`config.mk`:
```
export PLATFORM = sky130hd
export DESIGN_NAME = sba_regs
export DESIGN_NICKNAME = d
export VERILOG_FILES = /design/src/sv/sba_pkg.sv /design/src/sv/sba_regs.sv
export SDC_FILE = /design/constraint.sdc
export NUM_CORES = 1
export LEC_CHECK = 0
export BUFFER_PORTS_ARGS = -buffer_cell sky130_fd_sc_hd__buf_2
export CAP_MARGIN = 20
export CORE_ASPECT_RATIO = 0.6
export CORE_MARGIN = 4
export CORE_UTILIZATION = 45
export CTS_BUF_LIST = sky130_fd_sc_hd__clkbuf_2 sky130_fd_sc_hd__clkbuf_4 sky130_fd_sc_hd__clkbuf_8
export DETAILED_ROUTE_END_ITERATION = 10
export GPL_ROUTABILITY_DRIVEN = 0
export GPL_TIMING_DRIVEN = 0
export HOLD_SLACK_MARGIN = 0.1
export PLACE_DENSITY = 0.9
export SETUP_SLACK_MARGIN = 0.2
export SLEW_MARGIN = 20
export SYNTH_ARGS = -nofsm -noshare
export SYNTH_HDL_FRONTEND = slang
export SYNTH_SLANG_ARGS = --single-unit
```
`constraint.sdc`:
```
create_clock -name i_clk -period 2.5 [get_ports i_clk]
set_input_delay 0.5 -clock i_clk [delete_from_list [all_inputs] [get_ports i_clk]]
set_output_delay 0.5 -clock i_clk [all_outputs]
set_load 0.1 [all_outputs]
```
`src/sv/sba_pkg.sv`:
```
// Shared constants and types for the spectrum bin averager.
package sba_pkg;

    localparam int MAX_BINS = 1024;
    localparam int IDX_W    = $clog2(MAX_BINS);
    localparam int PWR_W    = 17;
    localparam int FREQ_W   = 33;
    localparam int RATE_W   = 27;
    localparam int ALPHA_W  = 16;
    localparam int COUNT_W  = 11;
    localparam int ADDR_W   = 4;
    localparam int DATA_W   = 32;
    localparam int SEL_W    = ADDR_W - 2;
    localparam int ENTRY_W  = 3 * PWR_W;
    localparam int DIFF_W   = PWR_W + 1;
    localparam int PROD_W   = ALPHA_W + 1 + DIFF_W;

    localparam logic [SEL_W-1:0] REG_EMA_ALPHA   = SEL_W'(0);
    localparam logic [SEL_W-1:0] REG_BIN_COUNT   = SEL_W'(1);
    localparam logic [SEL_W-1:0] REG_FLOOR_LEVEL = SEL_W'(2);

    localparam logic [ALPHA_W-1:0] ALPHA_RESET = 16'd8520;
    localparam logic [COUNT_W-1:0] COUNT_RESET = 11'd1024;

    typedef logic signed [PWR_W-1:0] t_pwr;

    localparam t_pwr FLOOR_RESET = -17'sd33280;

    typedef struct packed {
        logic [ALPHA_W-1:0] alpha;
        logic [IDX_W-1:0]   last_idx;
        t_pwr               floor_lvl;
        logic               clear_all;
    } t_cfg;

    typedef struct packed {
        t_pwr avg;
        t_pwr peak;
        t_pwr low;
    } t_entry;

endpackage

```
`src/sv/sba_regs.sv`:
```
// APB configuration registers: averaging weight, bin count and floor level.
module sba_regs import sba_pkg::*; (
    input  logic              i_clk,
    input  logic              i_rst_n,
    input  logic              psel,
    input  logic              penable,
    input  logic              pwrite,
    input  logic [ADDR_W-1:0] paddr,
    input  logic [DATA_W-1:0] pwdata,
    output logic [DATA_W-1:0] prdata,
    output logic              pready,
    output t_cfg              o_cfg
);

    logic [ALPHA_W-1:0] r_ema_alpha;
    logic [COUNT_W-1:0] r_bin_count;
    t_pwr               r_floor_level;
    logic               wr_en;
    logic [SEL_W-1:0]   reg_sel;
    logic [IDX_W-1:0]   last_idx;

    assign reg_sel = paddr[ADDR_W-1:2];
    assign wr_en   = psel && penable && pwrite;
    assign pready  = 1'b1;

    always_ff @(posedge i_clk) begin
        if (!i_rst_n) begin
            r_ema_alpha   <= ALPHA_RESET;
            r_bin_count   <= COUNT_RESET;
            r_floor_level <= FLOOR_RESET;
        end else if (wr_en) begin
            case (reg_sel)
                REG_EMA_ALPHA: begin
                    r_ema_alpha <= pwdata[ALPHA_W-1:0];
                end
                REG_BIN_COUNT: begin
                    r_bin_count <= pwdata[COUNT_W-1:0];
                end
                REG_FLOOR_LEVEL: begin
                    r_floor_level <= t_pwr'(pwdata[PWR_W-1:0]);
                end
                default: begin
                end
            endcase
        end
    end

    // zero counts as one bin, oversize counts clamp to the store depth
    always_comb begin
        if (r_bin_count == '0) begin
            last_idx = '0;
        end else if (32'(r_bin_count) > 32'(MAX_BINS)) begin
            last_idx = IDX_W'(MAX_BINS - 1);
        end else begin
            last_idx = IDX_W'(r_bin_count - 1'b1);
        end
    end

    always_comb begin
        case (reg_sel)
            REG_EMA_ALPHA:   prdata = DATA_W'(r_ema_alpha);
            REG_BIN_COUNT:   prdata = DATA_W'(r_bin_count);
            REG_FLOOR_LEVEL: prdata = DATA_W'(r_floor_level);
            default:         prdata = '0;
        endcase
    end

    assign o_cfg.alpha     = r_ema_alpha;
    assign o_cfg.last_idx  = last_idx;
    assign o_cfg.floor_lvl = r_floor_level;
    assign o_cfg.clear_all = wr_en && (reg_sel == REG_BIN_COUNT);

endmodule

```
==> flow_metrics.env <==
export IMPL_status="complete, but fails checks"
export IMPL_violations="negative setup slack"
export IMPL_dp_hpwl_mm=5.64
export IMPL_hold_class="in2reg"
export IMPL_yosys_warnings=0
export IMPL_die_area_um2=6600
export IMPL_cts_sinks=44
export IMPL_drv_slew=0
export IMPL_die_y_um=64.6
export IMPL_drt_met1_wl_mm=3.50
export IMPL_grt_pass1_wl_mm=12.6
export IMPL_syn_cell_area_um2=2400
export IMPL_wire_per_inst_um=17.0
export IMPL_critPathCapture="o_cfg[23]"
export IMPL_layout_cells_non_filler=495
export IMPL_path_clk_slew_ns=0.08
export IMPL_slew_headroom_pct=47.7
export IMPL_cp_num_buf_inv=3
export IMPL_finalWorstPathRequiredPeriod_ns=2.78
export IMPL_dpl_cell_count=470
export IMPL_cts_buffer_depth=2
export IMPL_rr_startpoint="r_bin_count[9]$_SDFFE_PN0P_"
export IMPL_diodes=0
export IMPL_ir_drop_uv=355
export IMPL_syn_inst=305
export IMPL_crit_chain="inv_2, ha_4, or4b_4, buf_8, or3_4, o21ai_4, o21ai_4, buf_12"
export IMPL_maxCapViolCount=0
export IMPL_design_area_um2=3800
export IMPL_drtAntennaViolNets=0
export IMPL_portBuffers=99
export IMPL_cp_arrival_ns=2.28
export IMPL_fmax_mhz=360
export IMPL_cp_max_fo=6
export IMPL_cellPowerDensity_nw_per_um2=472
export IMPL_criticalPathCategory="reg2out"
export IMPL_final_period_utilization_pct=111
export IMPL_io_pins=118
export IMPL_crit_required_ns=2.00
export IMPL_synthArstFlopShare_pct=0
export IMPL_finalHoldViolCount=0
export IMPL_start_util_pct=47.0
export IMPL_fin_hold_ws_ns=0.418
export IMPL_numCtsBuffers=5
export IMPL_register_area_um2=891
export IMPL_leakage_nw=1.78
export IMPL_synth_edff_count=0
export IMPL_cp_end_kind="primary output"
export IMPL_slowest_delay_ns=0.46
export IMPL_slowest_stage="or4b_4"
export IMPL_routed_top_layer="met4"
export IMPL_synth_ff_type="dfxtp_1"
export IMPL_setup_viol=10
export IMPL_clock_latency_ns=0.30
export IMPL_max_slew_worst_pin_slew_ns=0.779
export IMPL_grt_pass1_vias=2557
export IMPL_grt_max_degree=17
export IMPL_drtIter0Drc=154
export IMPL_wl_met3_um=790
export IMPL_multiInputGateArea_um2=1570
export IMPL_viasPerCell=5.51
export IMPL_drcViolationCount=0
export IMPL_ys_seq_area_share_pct=36.7
export IMPL_start_kind="register"
export IMPL_r2r_slack_ns=1.57
export IMPL_core_area_um2=5100
export IMPL_yosys_register_bits=44
export IMPL_cp_common_cell="o21ai_4"
export IMPL_grt_setup_unrepaired="yes"
export IMPL_drive_gt1_share_pct=46.9
export IMPL_skew_ns=0
export IMPL_cts_hold_buffers=0
export IMPL_overflow=0
export IMPL_fp_row_count=20
export IMPL_syn_area_per_cell_um2=7.87
export IMPL_crit_cells=8
export IMPL_grt_use_total_pct=24.4
export IMPL_wl_met2_mm=3.90
export IMPL_clock_root_buffer="clkbuf_8"
export IMPL_fin_ws_ns=-0.279
export IMPL_place_area_um2=3250
export IMPL_cp_top_family="simple AND/OR/NAND/NOR gates"
export IMPL_antenna_found_initial=0
export IMPL_syn2layout_area_growth_pct=58.2
export IMPL_dieWidth_um=102
export IMPL_rr_worst_depth=3
export IMPL_layout_nets=471
export IMPL_cts_htree_levels=2
export IMPL_startpoint="r_bin_count[1]$_SDFFE_PN0P_"
export IMPL_wl_mm=8.41
export IMPL_cts_tree="yes"
export IMPL_synth_cell_types=37
export IMPL_drtPass1Iterations=5
export IMPL_vias=2728
export IMPL_synth_nets=347
export IMPL_nFillCells=370
export IMPL_worstReg2RegEnd="r_bin_count[9]$_SDFFE_PN0P_"
[registers in the layout, indices dropped and copies added (netlist names)]
signal         cells
r_ema_alpha       16
r_floor_level     17
r_bin_count       11
[worst min-delay path by stage]
stage | start | end | slack (ns) | cells after the start
after global placement | r_floor_level[16]$_SDFFE_PN1P_ | r_floor_level[16]$_SDFFE_PN1P_ | 0.45 | 2
after global routing | pwdata[14] | r_floor_level[14]$_SDFFE_PN1P_ | 0.43 | 3
after detailed placement | r_floor_level[16]$_SDFFE_PN1P_ | r_floor_level[16]$_SDFFE_PN1P_ | 0.47 | 2
after floorplan | r_bin_count[1]$_SDFFE_PN0P_ | r_bin_count[1]$_SDFFE_PN0P_ | 0.53 | 2
after CTS | pwdata[16] | r_floor_level[16]$_SDFFE_PN1P_ | 0.39 | 3
final | pwdata[13] | r_floor_level[13]$_SDFFE_PN1P_ | 0.42 | 3
[cell type report]
class / count / share of cell area, %
Multi-Input combinational cell: 218 / 41.3
Clock buffer: 6 / 2.01
Timing Repair Buffer: 117 / 23.4
Sequential cell: 44 / 23.5
Inverter: 4 / 0.560
Clock inverter: 1 / 0.132
Buffer: 39 / 6.99
Tap cell: 66 / 2.17
[worst min-delay path: stages]
cell	delay (ns)
buf_2	0.09
nand2_1	0.04
nand3_1	0.06
[Yosys cell counts (2+ instances only)]
cell      count  area (um^2)
clkbuf_1     12         45.0
o21ai_1       4         20.0
buf_6         2         22.5
a21oi_1       2         10.0
nor2b_1      12         75.1
xnor2_1       4         35.0
mux2i_1      27          270
nand2_1      79          297
o311ai_0      2         17.5
a21boi_0     21          158
inv_1         4         15.0
buf_4        16          120
nand3_1      12         60.1
nor2_1       11         41.3
or3_1         3         18.8
nor3_1        3         15.0
o21ai_0      17         85.1
and2_1        2         12.5
buf_2         8         40.0
a211oi_1      2         15.0
dfxtp_1      44          881
nand2b_1      3         18.8
[cells by family after synthesis]
logic type / after synthesis / synth area share, %
multiplexers: 27 / 11.3
buffers and inverters: 43 / 10.3
other: 1 / 0.156
XOR/XNOR: 4 / 1.46
AO/OA/AOI/OAI: 52 / 14.1
AND/OR/NAND/NOR: 133 / 25.5
adder cells (fa/ha/maj): 1 / 0.521
flip-flops: 44 / 36.7
[where the power goes]
group	switching [mW]	internal [mW]	leakage (nW)	total, mW
logic	0.449	0.177	1.38	0.626
registers	0.00924	0.709	0.358	0.718
clock network	0.245	0.201	0.0445	0.446
total	0.703	1.09	1.78	1.79
[cells in the final DEF, fill, tap and decap left out, drive strengths merged, types with 2 or more instances in the layout]
cell type  count
or3            4
o21ai         22
nor2b         12
nor3           4
dfxtp         44
inv            3
nand2         79
nand3         12
o311ai         2
a21oi          2
and2           2
clkbuf        18
a21boi        22
a211oi         2
xnor2          4
nor2          11
nand2b         3
buf          144
mux2i         27
[per-layer routing]
layer	vias to the layer above	global-route usage [%]
met5	-	0
met4	0	8.18
met3	27	7.10
met2	157	39.5
met1	1292	31.0
li1	1252	-
[what timing repair did]
action	4_1_cts	5_1_grt
pin swaps	8	10
endpoints found under the setup margin	37	37
endpoints found under the hold margin	0	0
buffers inserted	11	7
gates resized for setup	88	16
[stage by stage]
step                      total power [mW]  TNS (ns)  util [%]  worst slack, ns
after global routing                  1.84     -2.35      74.4           -0.326
after CTS                             1.77     -1.42      72.3           -0.295
after global placement                1.27     -3.46      63.7           -0.318
after floorplan                       1.19  -0.00693         -         -0.00162
after detailed placement              1.28     -4.11      63.7           -0.344
final                                 1.79     -1.84      74.4           -0.279
Power figures use the tool's default switching activity.
