**src/sv/sba_ram.sv**
```systemverilog
// Generic single-write, single-read synchronous RAM with registered read data.
module sba_ram #(
    parameter int WIDTH = 8,
    parameter int DEPTH = 16,
    localparam int AW = $clog2(DEPTH)
) (
    input  logic             i_clk,
    input  logic             i_we,
    input  logic [AW-1:0]    i_waddr,
    input  logic [WIDTH-1:0] i_wdata,
    input  logic             i_re,
    input  logic [AW-1:0]    i_raddr,
    output logic [WIDTH-1:0] o_rdata
);

    logic [WIDTH-1:0] r_mem [DEPTH];
    logic [WIDTH-1:0] r_rdata;

    always_ff @(posedge i_clk) begin
        if (i_we) begin
            r_mem[i_waddr] <= i_wdata;
        end
        if (i_re) begin
            r_rdata <= r_mem[i_raddr];
        end
    end

    assign o_rdata = r_rdata;

endmodule

```
**config.mk**
```make
export PLATFORM = sky130hd
export DESIGN_NAME = sba_ram
export DESIGN_NICKNAME = d
export VERILOG_FILES = /design/src/sv/sba_ram.sv
export SDC_FILE = /design/constraint.sdc
export NUM_CORES = 1
export LEC_CHECK = 0
export BUFFER_PORTS_ARGS = -buffer_cell sky130_fd_sc_hd__buf_4
export CAP_MARGIN = 15
export CORE_MARGIN = 2
export CORE_UTILIZATION = 30
export DETAILED_ROUTE_END_ITERATION = 7
export PLACE_DENSITY = 0.55
export SLEW_MARGIN = 20
export SYNTH_ARGS = -nofsm -noshare
export SYNTH_HDL_FRONTEND = slang
export SYNTH_SLANG_ARGS = --single-unit
```
**constraint.sdc**
```tcl
create_clock -name i_clk -period 1.77 [get_ports i_clk]
set_input_delay 0.177 -clock i_clk [delete_from_list [all_inputs] [get_ports i_clk]]
set_output_delay 0.177 -clock i_clk [all_outputs]
set_load 0.005 [all_outputs]
```
==> out/qor.yml, run 1 <==
synthesis:
  synthesis.instances: 229
  synth-simple-area-share_pct: 3.14
  syn_nets: 248
  synth_mux_area_share_pct: 14.8
  synth-xor-area-share_pct: 0
  synth-seq-cells: 136
  synth_top_family_by_area: "multiplexers"
  synth_fa_ha_area_share_pct: 0
  syn_area_per_cell_sq_um: 22.8
  synth_compound_area_share_pct: 2.30
  yosysWarnings: 0
  yosysSeqAreaShare_pct: 78.1
  synth_cell_type_count: 18
  synth_area_sq_um: 5230
place:
  dp_slack_ns: 0.0296
  detailed_place_hpwl_mm: 6.70
  port_buffers: 26
  gp_congestion: 0.716
run:
  max_cap_viol_count: 0
sta:
  drv_slew: 0
  timing.final.crit_share_pct: 87.1
  fin_skew_ns: 0.00746
  post-route-min-period_ns: 1.54
  rsz0062_at_grt: "no"
  max_freq_mhz: 649
  finalSetupViolations: 0
  fin_ws_ns: 0.228
  tns_ns: 0
  tightest_slew_ns: 0.408
  finalHoldViolations: 0
  timing.slew.headroom_pct: 72.8
clock_network:
  htree_levels: 4
  clk_latency_ns: 0.41
  post_cts_buffers: 0
  cts_sinks: 136
  cts_hold_buf: 0
  cts_tree: "built"
  clockBufferDepth: 2
  cts-buffers-inserted: 17
  cts_resized: 0
  path_clk_slew_ns: 0.06
  cts-root-buf: "clkbuf_16"
routing:
  wl_met1_mm: 4.86
  detail-route-antenna-nets: 0
  via_count: 2494
  wl_met3_um: 545
  vias_per_cell: 4.75
  drc: 0
  dr.pass1.iters: 5
  initialDrtViolationCount: 204
  highest_layer: "met4"
  dr_wl_met2_mm: 4.82
  totalWireLength_mm: 10.3
  post_drt_wl_per_cell_um: 19.7
floorplanning:
  die_y_um: 136
  start_util_pct: 30.4
  die_x_um: 136
  core-area_sq_um: 17200
  rows: 48
  boundaryPins: 27
  die_area_sq_um: 18500
setup_path:
  end_kind: "register"
  critical_path_class: "register to register"
  worstSetupStartpointType: "register"
  required_ns: 1.90
  cp_max_fo: 1
  cp.arrival_ns: 1.67
global_route:
  grt_overflow: 0
  grt_pass1_vias: 2542
  grt_pass1_wl_mm: 15.9
  grt_usage_pct: 12.2
  antenna_found_initial: 0
  grt_max_degree: 32
cells_and_area:
  area_growth_syn_to_layout_pct: 24.1
  layout_commonest_cell: "edfxtp_1"
  antenna_cells_inserted: 0
  post_route_cells_drive_above_1_share_pct: 32.3
  nets: 306
  nFillCells: 1611
  layout_common_cells: "136 x edfxtp_1, 46 x buf_4, 18 x mux4_2"
run_status:
  status: "finished, final reports clean"
pwr:
  power_density_nw_per_um2: 1220
  p_leak_uw: 0.00218
  peakVddDrop_v: 0.000670
hold_path:
  min_path_type: "input pin to register"
[cell families after synthesis]
family / Yosys count
buffers and inverters: 10
multiplexers: 32
flip-flops: 136
AO/OA/AOI/OAI: 16
AND/OR/NAND/NOR: 35
[worst paths after layout]
check	endpoint	cells after the start	slack [ns]	start
worst max-delay path	o_rdata[0]	3	0.23	r_mem[2][0]
worst min-delay path	o_rdata[5]	1	0.07	i_re
worst max register to register	o_rdata[0]	3	0.23	r_mem[2][0]
worst min register to register	o_rdata[2]	3	0.76	r_mem[4][2]
[flip-flops by register name, summed over array words and instances, names as in the netlist]
signal   count
o_rdata      8
r_mem      128
[cell usage after synthesis]
library cell | number | area share (%)
a22oi_1 | 16 | 2.3
and2_1 | 1 | 0.12
and2b_1 | 1 | 0.14
buf_2 | 3 | 0.29
buf_4 | 1 | 0.14
buf_6 | 3 | 0.65
clkdlybuf4s25_2 | 3 | 0.57
edfxtp_1 | 136 | 78
mux4_1 | 14 | 7.0
mux4_2 | 18 | 7.8
nand2_1 | 9 | 0.65
nand2b_1 | 2 | 0.24
nand3_1 | 1 | 0.096
nand3b_1 | 2 | 0.29
nor2_1 | 13 | 0.93
nor2b_1 | 1 | 0.12
nor3_1 | 4 | 0.38
or3b_2 | 1 | 0.17
[final cells by class]
class                   instances  area, sq um  area share, %
multi-input cells              83         1060           16.3
clock buffers                  20          437           6.73
clock inverters                12          224           3.45
repair buffers                 49          405           6.25
well taps                     225          282           4.34
flip-flops and latches        136         4080           62.9
[stage by stage]
step | util, % | area [sq um] | total power (uW) | hold WS (ns) | instances
floorplan | - | 5230 | 3890 | 0.276 | 229
global placement | 33.9 | 5830 | 4070 | 0.484 | 493
detailed placement | 33.9 | 5830 | 4090 | 0.492 | 493
CTS | 37.8 | 6490 | 7990 | 0.0568 | 525
global route | 37.8 | 6490 | 8200 | 0.0536 | 525
finish | 37.8 | 6490 | 7940 | 0.0679 | 525
[worst max-delay path, stage by stage (launching register included)]
cell and delay, ns:
edfxtp_1 0.37, mux4_1 0.50, a22oi_1 0.22, nand2_1 0.16
[routing by layer]
layer | track usage, % | vias to the layer above
li1 | - | 1097
met1 | 17.2 | 1308
met2 | 17.8 | 73
met3 | 4.33 | 16
met4 | 3.47 | 0
met5 | 0 | -
[report_power, final]
part	total [uW]	switching (uW)	internal, uW
Sequential	3650	19.8	3630
Combinational	362	191	171
Clock	3930	1280	2640
Total	7940	1490	6440
Power figures use the tool's default switching activity.
==> inputs of run 2 (changes only) <==
Settings changed: REMOVE_ABC_BUFFERS from default to 1, SLEW_MARGIN 20 to default.
==> run 2 against run 1 <==
Clock power shrank 10%; maximum frequency grew 1.5%; hold slack lost 0.0096 ns; non-clock buffer count grew 3; cell count grew 0.38%; routed wire length grew 5.4%; largest power group is now registers.
==> out/qor.yml, run 2 (synthesized netlist as in run 1, its figures left out) <==
global_route:
  grt_usage_pct: 13.0  # +0.76 points
  grt_max_degree: 17  # -47%
  grt_overflow: 0  # unchanged
  antenna_found_initial: 0  # unchanged
  grt_pass1_vias: 2654  # +4.4%
  grt_pass1_wl_mm: 16.7  # +4.8%
clock_network:
  cts_hold_buf: 0  # unchanged
  cts-root-buf: "clkbuf_16"
  post_cts_buffers: 0  # unchanged
  cts_tree: "built"
  clk_latency_ns: 0.42  # about the same
  path_clk_slew_ns: 0.05  # about the same
  cts_resized: 0  # unchanged
  cts-buffers-inserted: 17  # unchanged
  htree_levels: 4  # unchanged
  clockBufferDepth: 2  # unchanged
  cts_sinks: 136  # unchanged
setup_path:
  cp.arrival_ns: 1.68  # about the same
  worstSetupStartpointType: "register"
  rrSetupSlack_ns: 0.25  # +0.02 ns
  reg2regPathDepth: 3  # unchanged
  worst_r2r_endpoint: "o_rdata[1]"
  required_ns: 1.93  # +0.03 ns
  cp_max_fo: 1  # unchanged
  r2r-start: "r_mem[1][1]"
  critical_path_class: "register to register"
  end_kind: "register"
routing:
  drc: 0  # unchanged
  post_drt_wl_per_cell_um: 20.7  # +5.0%
  detail-route-antenna-nets: 0  # unchanged
  totalWireLength_mm: 10.9  # +5.4%
  initialDrtViolationCount: 240  # +18%
  dr.pass1.iters: 4  # -1
  via_count: 2503  # +0.36%
  vias_per_cell: 4.75  # about the same
floorplanning:
  boundaryPins: 27  # unchanged
  die_area_sq_um: 18500  # unchanged
  die_y_um: 136  # unchanged
  start_util_pct: 30.4  # unchanged
  core-area_sq_um: 17200  # unchanged
  rows: 48  # unchanged
  die_x_um: 136  # unchanged
sta:
  tns_ns: 0  # unchanged
  fin_skew_ns: 0.00445  # -0.00301 ns
  finalHoldViolations: 0  # unchanged
  drv_slew: 0  # unchanged
  finalSetupViolations: 0  # unchanged
  tightest_slew_ns: 0.361  # -0.0474 ns
  whs_ns: 0.0583  # -0.00961 ns
  timing.slew.headroom_pct: 76.0  # +3.2 points
  max_freq_mhz: 658  # +1.5%
  rsz0062_at_grt: "no"
  timing.final.crit_share_pct: 85.8  # -1.3 points
  post-route-min-period_ns: 1.52  # -0.0223 ns
pwr:
  power_density_nw_per_um2: 1170  # -4.3%
  p_sw_uw: 1430  # -4.0%
  internal_power_uw: 6120  # -5.0%
  p_leak_uw: 0.00218  # -0.24%
  peakVddDrop_v: 0.000715  # +6.9%
  p_clk_share_pct: 46.7  # -2.8 points
  pwr-share-comb_pct: 5.0  # +0.4 points
  switching_share_pct: 19.0  # +0.16 points
  seqPwrFrac_pct: 48.3  # +2.3 points
place:
  dp.cells: 496  # +0.61%
  port_buffers: 26  # unchanged
  detailed_place_hpwl_mm: 7.15  # +6.8%
  gp_congestion: 0.729  # +1.9%
hold_path:
  min_from: "i_wdata[6]"
  hold_end: "r_mem[0][6]"
  hold_path_depth: 1  # unchanged
  min_path_type: "input pin to register"
cells_and_area:
  fin_util_pct: 37.6  # -0.21 points
  nFillCells: 1598  # -0.81%
  fin_cells: 527  # +0.38%
  layout_commonest_cell: "edfxtp_1"
  antenna_cells_inserted: 0  # unchanged
  layout_common_cells: "136 x edfxtp_1, 48 x buf_4, 18 x mux4_2"
  nets: 309  # +0.98%
  area_growth_syn_to_layout_pct: 23.4
  post_route_cells_drive_above_1_share_pct: 32.1  # -0.21 points
  largest_register: "r_mem"
  largest_reg_flops: 128  # unchanged
run_status:
  status: "finished, final reports clean"
run:
  max_cap_viol_count: 0  # unchanged
==> run 2: cell types whose count changed in the layout (fill, tap and decap cells not counted) <==
cell | previous run | this run
clkinv_4 | 3 | 0
clkinv_2 | 2 | 5
buf_4 | 46 | 48
clkinvlp_4 | 1 | 0
bufinv_16 | 6 | 4
clkbuf_1 | 3 | 1
buf_12 | 3 | 4
clkinv_1 | 0 | 4
==> run 2: metrics by stage <==
step / power [uW] / area (sq um) / setup slack (ns)
final: 7550 / 6450 / 0.250
after global routing: 7790 / 6450 / 0.157
after CTS: 7620 / 6450 / 0.258
after detailed placement: 4100 / 5860 / 0.0143
after global placement: 4090 / 5860 / -0.0163
after floorplan: 3860 / 5140 / 0.100
==> run 2: layout make-up <==
| cell class | count | area [sq um] | area share (%) |
|---|---|---|---|
| flip-flops and latches | 136 | 4080 | 63.3 |
| clock inverters | 13 | 160 | 2.48 |
| repair buffers | 52 | 440 | 6.83 |
| multi-input cells | 83 | 1060 | 16.4 |
| well taps | 225 | 282 | 4.36 |
| clock buffers | 18 | 429 | 6.65 |
==> run 2: worst max-delay path, cell delays in order, from the launching register on <==
cell and delay [ns]:
edfxtp_1 0.36, mux4_1 0.50, a22oi_1 0.29, nand2_1 0.11
==> run 2: layer usage <==
layer	up-vias	GRT usage (%)	share of wire, %
met5	-	0	0
met4	0	4.86	1.6
met3	16	4.66	6.0
met2	82	19.4	47
met1	1304	17.4	45
li1	1101	-	-
==> run 2: how the worst max path moves through the flow <==
stage           startpoint           to  slack [ns]  depth (start not counted)
2_1_floorplan   i_waddr[2]  r_mem[0][0]        0.10                          2
3_3_place_gp    i_raddr[0]   o_rdata[5]       -0.02                          5
3_5_place_dp    i_raddr[0]   o_rdata[5]        0.01                          5
4_1_cts        r_mem[1][1]   o_rdata[1]        0.26                          3
5_1_grt        r_mem[5][1]   o_rdata[1]        0.16                          3
6_report       r_mem[1][1]   o_rdata[1]        0.25                          3
==> run 2: power groups by stage <==
stage	registers, uW	logic, uW	clock network (uW)
after CTS	3650	381	3590
after global placement	3710	374	0
after detailed placement	3720	380	0
final	3650	374	3530
after floorplan	3710	145	0
after global routing	3650	409	3730
==> inputs of run 3 (changes only) <==
Settings changed: ABC_AREA from default to 1.
==> run 3 against run 2 <==
Clock power up 5.9%; combinational power increased by 24%; hold slack improved by 0.022 ns; register-to-register slack better by 0.38 ns.
==> out/qor.yml, run 3 <==
run_status:
  status: "finished, final reports clean"
floorplanning:
  die_area_sq_um: 20600  # +11%
  die_y_um: 144  # +5.6%
  die_x_um: 144  # +5.6%
  rows: 51  # +6.3%
  boundaryPins: 27  # unchanged
  core-area_sq_um: 19300  # +12%
  start_util_pct: 30.3  # -0.094 points
clock_network:
  htree_levels: 4  # unchanged
  cts_resized: 0  # unchanged
  clk_latency_ns: 0.40  # -0.02 ns
  cts-buffers-inserted: 17  # unchanged
  cts_tree: "built"
  cts_hold_buf: 0  # unchanged
  cts_sinks: 136  # unchanged
  path_clk_slew_ns: 0.06  # about the same
  cts-root-buf: "clkbuf_16"
  clockBufferDepth: 2  # unchanged
  post_cts_buffers: 0  # unchanged
setup_path:
  end_kind: "primary output"
  path_cells: "buf_4"
  cp_max_fo: 1  # unchanged
  max_stage_delay_ns: 0.46  # -0.04 ns
  cp.arrival_ns: 1.03  # -0.65 ns
  critical_path_class: "register to primary output"
  crit_slowest_cell: "edfxtp_1"
  crit_family: "flip-flops"
  required_ns: 1.59  # -0.34 ns
  worstSetupStartpointType: "register"
  path_buf_inv: 1  # +1
place:
  gp_congestion: 0.850  # +17%
  port_buffers: 26  # unchanged
  dpl_cell_area_sq_um: 6440  # +9.8%
  detailed_place_hpwl_mm: 8.48  # +19%
sta:
  tns_ns: 0  # unchanged
  timing.final.crit_share_pct: 68.3  # -18 points
  tightest_slew_ns: 0.429  # +0.0683 ns
  post-route-min-period_ns: 1.21  # -0.310 ns
  timing.slew.headroom_pct: 71.4  # -4.6 points
  finalHoldViolations: 0  # unchanged
  max_freq_mhz: 827  # +26%
  fin_skew_ns: 0.00614  # +0.00169 ns
  rsz0062_at_grt: "no"
  drv_slew: 0  # unchanged
  finalSetupViolations: 0  # unchanged
synthesis:
  synth_area_sq_um: 5850  # +12%
  synth-edff-count: 136  # unchanged
  synth_top_area_cell: "edfxtp_1"
  synthTopCellsByArea: "edfxtp_1 70%, nand2_1 11%, nand3_1 8.3%, inv_1 6.4%, buf_6 1.2%"
  async_reset_ff_share_pct: 0  # unchanged
  syn_area_per_cell_sq_um: 10.6  # -54%
  yosysMostFrequentCell: "nand2_1"
  yosysSeqAreaShare_pct: 69.8  # -8.3 points
  yosysWarnings: 0  # unchanged
  synth-seq-cells: 136  # unchanged
  synth-main-ff-cell: "edfxtp_1"
  synth_top_area_share_pct: 69.8  # -8.3 points
  synthesis.instances: 551  # +140%
  synth_commonest_cells: "173 x nand2_1, 136 x edfxtp_1, 100 x inv_1"
  synth_cell_type_count: 11  # -7
cells_and_area:
  post_route_cells_drive_above_1_share_pct: 13.3  # -19 points
  layout_common_cells: "173 x nand2_1, 136 x edfxtp_1, 100 x inv_1"
  layout_commonest_cell: "nand2_1"
  area_growth_syn_to_layout_pct: 20.9
  antenna_cells_inserted: 0  # unchanged
  largest_reg_flops: 128  # unchanged
  final_area_sq_um: 7070  # +9.6%
  largest_register: "r_mem"
  nets: 615  # +99%
pwr:
  power.total_uw: 7860  # +4.0%
  p_leak_uw: 0.00300  # +38%
  peakVddDrop_v: 0.000708  # -1.0%
  power_density_nw_per_um2: 1110  # -5.1%
global_route:
  grt_pass1_wl_mm: 20.8  # +25%
  antenna_found_initial: 0  # unchanged
  grt_usage_pct: 13.8  # +0.82 points
  grt_overflow: 0  # unchanged
  grt_pass1_vias: 3639  # +37%
  grt_max_degree: 65  # +48
routing:
  totalWireLength_mm: 13.5  # +24%
  dr.pass1.iters: 5  # +1
  via_count: 3774  # +51%
  detail-route-antenna-nets: 0  # unchanged
  drc: 0  # unchanged
  initialDrtViolationCount: 306  # +28%
  vias_per_cell: 4.32  # -9.1%
  post_drt_wl_per_cell_um: 15.5  # -25%
hold_path:
  min_path_type: "input pin to register"
run:
  max_cap_viol_count: 0  # unchanged
==> run 3: layout make-up <==
cell class / instances / area, sq um
Clock buffer: 17 / 425
Clock inverter: 15 / 208
Fill cell: 1899 / 12200
Inverter: 102 / 383
Multi-Input combinational cell: 289 / 1210
Sequential cell: 136 / 4080
Tap cell: 265 / 332
Timing Repair Buffer: 50 / 425
==> run 3: logic make-up after synthesis <==
kind of cell           Yosys count  share of synthesized area (%)
buffers and inverters          126                           9.39
flip-flops                     136                           69.8
AND/OR/NAND/NOR                289                           20.8
==> run 3: final timing paths <==
| check | depth (start not counted) | from | to | slack [ns] |
|---|---|---|---|---|
| hold / removal | 1 | i_wdata[4] | r_mem[13][4] | 0.08 |
| setup / recovery | 1 | o_rdata[7] | o_rdata[7] | 0.56 |
| hold reg to reg | 6 | r_mem[3][1] | o_rdata[1] | 0.75 |
| setup reg to reg | 6 | r_mem[7][5] | o_rdata[5] | 0.63 |
==> run 3: power by group <==
part / total, uW / leakage [uW] / switching [uW] / internal, uW
registers: 3650 / 0.00124 / 24.7 / 3630
clock network: 3740 / 0.000301 / 1260 / 2480
logic: 465 / 0.00146 / 307 / 158
total: 7860 / 0.00300 / 1590 / 6260
==> run 3: layer usage <==
metal	share of wire [%]	global-route usage (%)	wire length, um	up-vias
met3	4.0	3.17	545	17
met2	46	20.9	6160	97
li1	-	-	-	1869
met4	3.1	6.35	413	0
met5	0	0	0	-
met1	47	18.9	6410	1791
==> run 3: through the flow <==
step                      instances  setup slack [ns]  hold WS (ns)  util, %
after CTS                       874             0.531        0.0756     36.7
after floorplan                 527             0.472         0.276        -
after global placement          842             0.386         0.490     33.4
after global routing            874             0.536        0.0682     36.7
final                           874             0.561        0.0802     36.7
after detailed placement        842             0.381         0.495     33.4
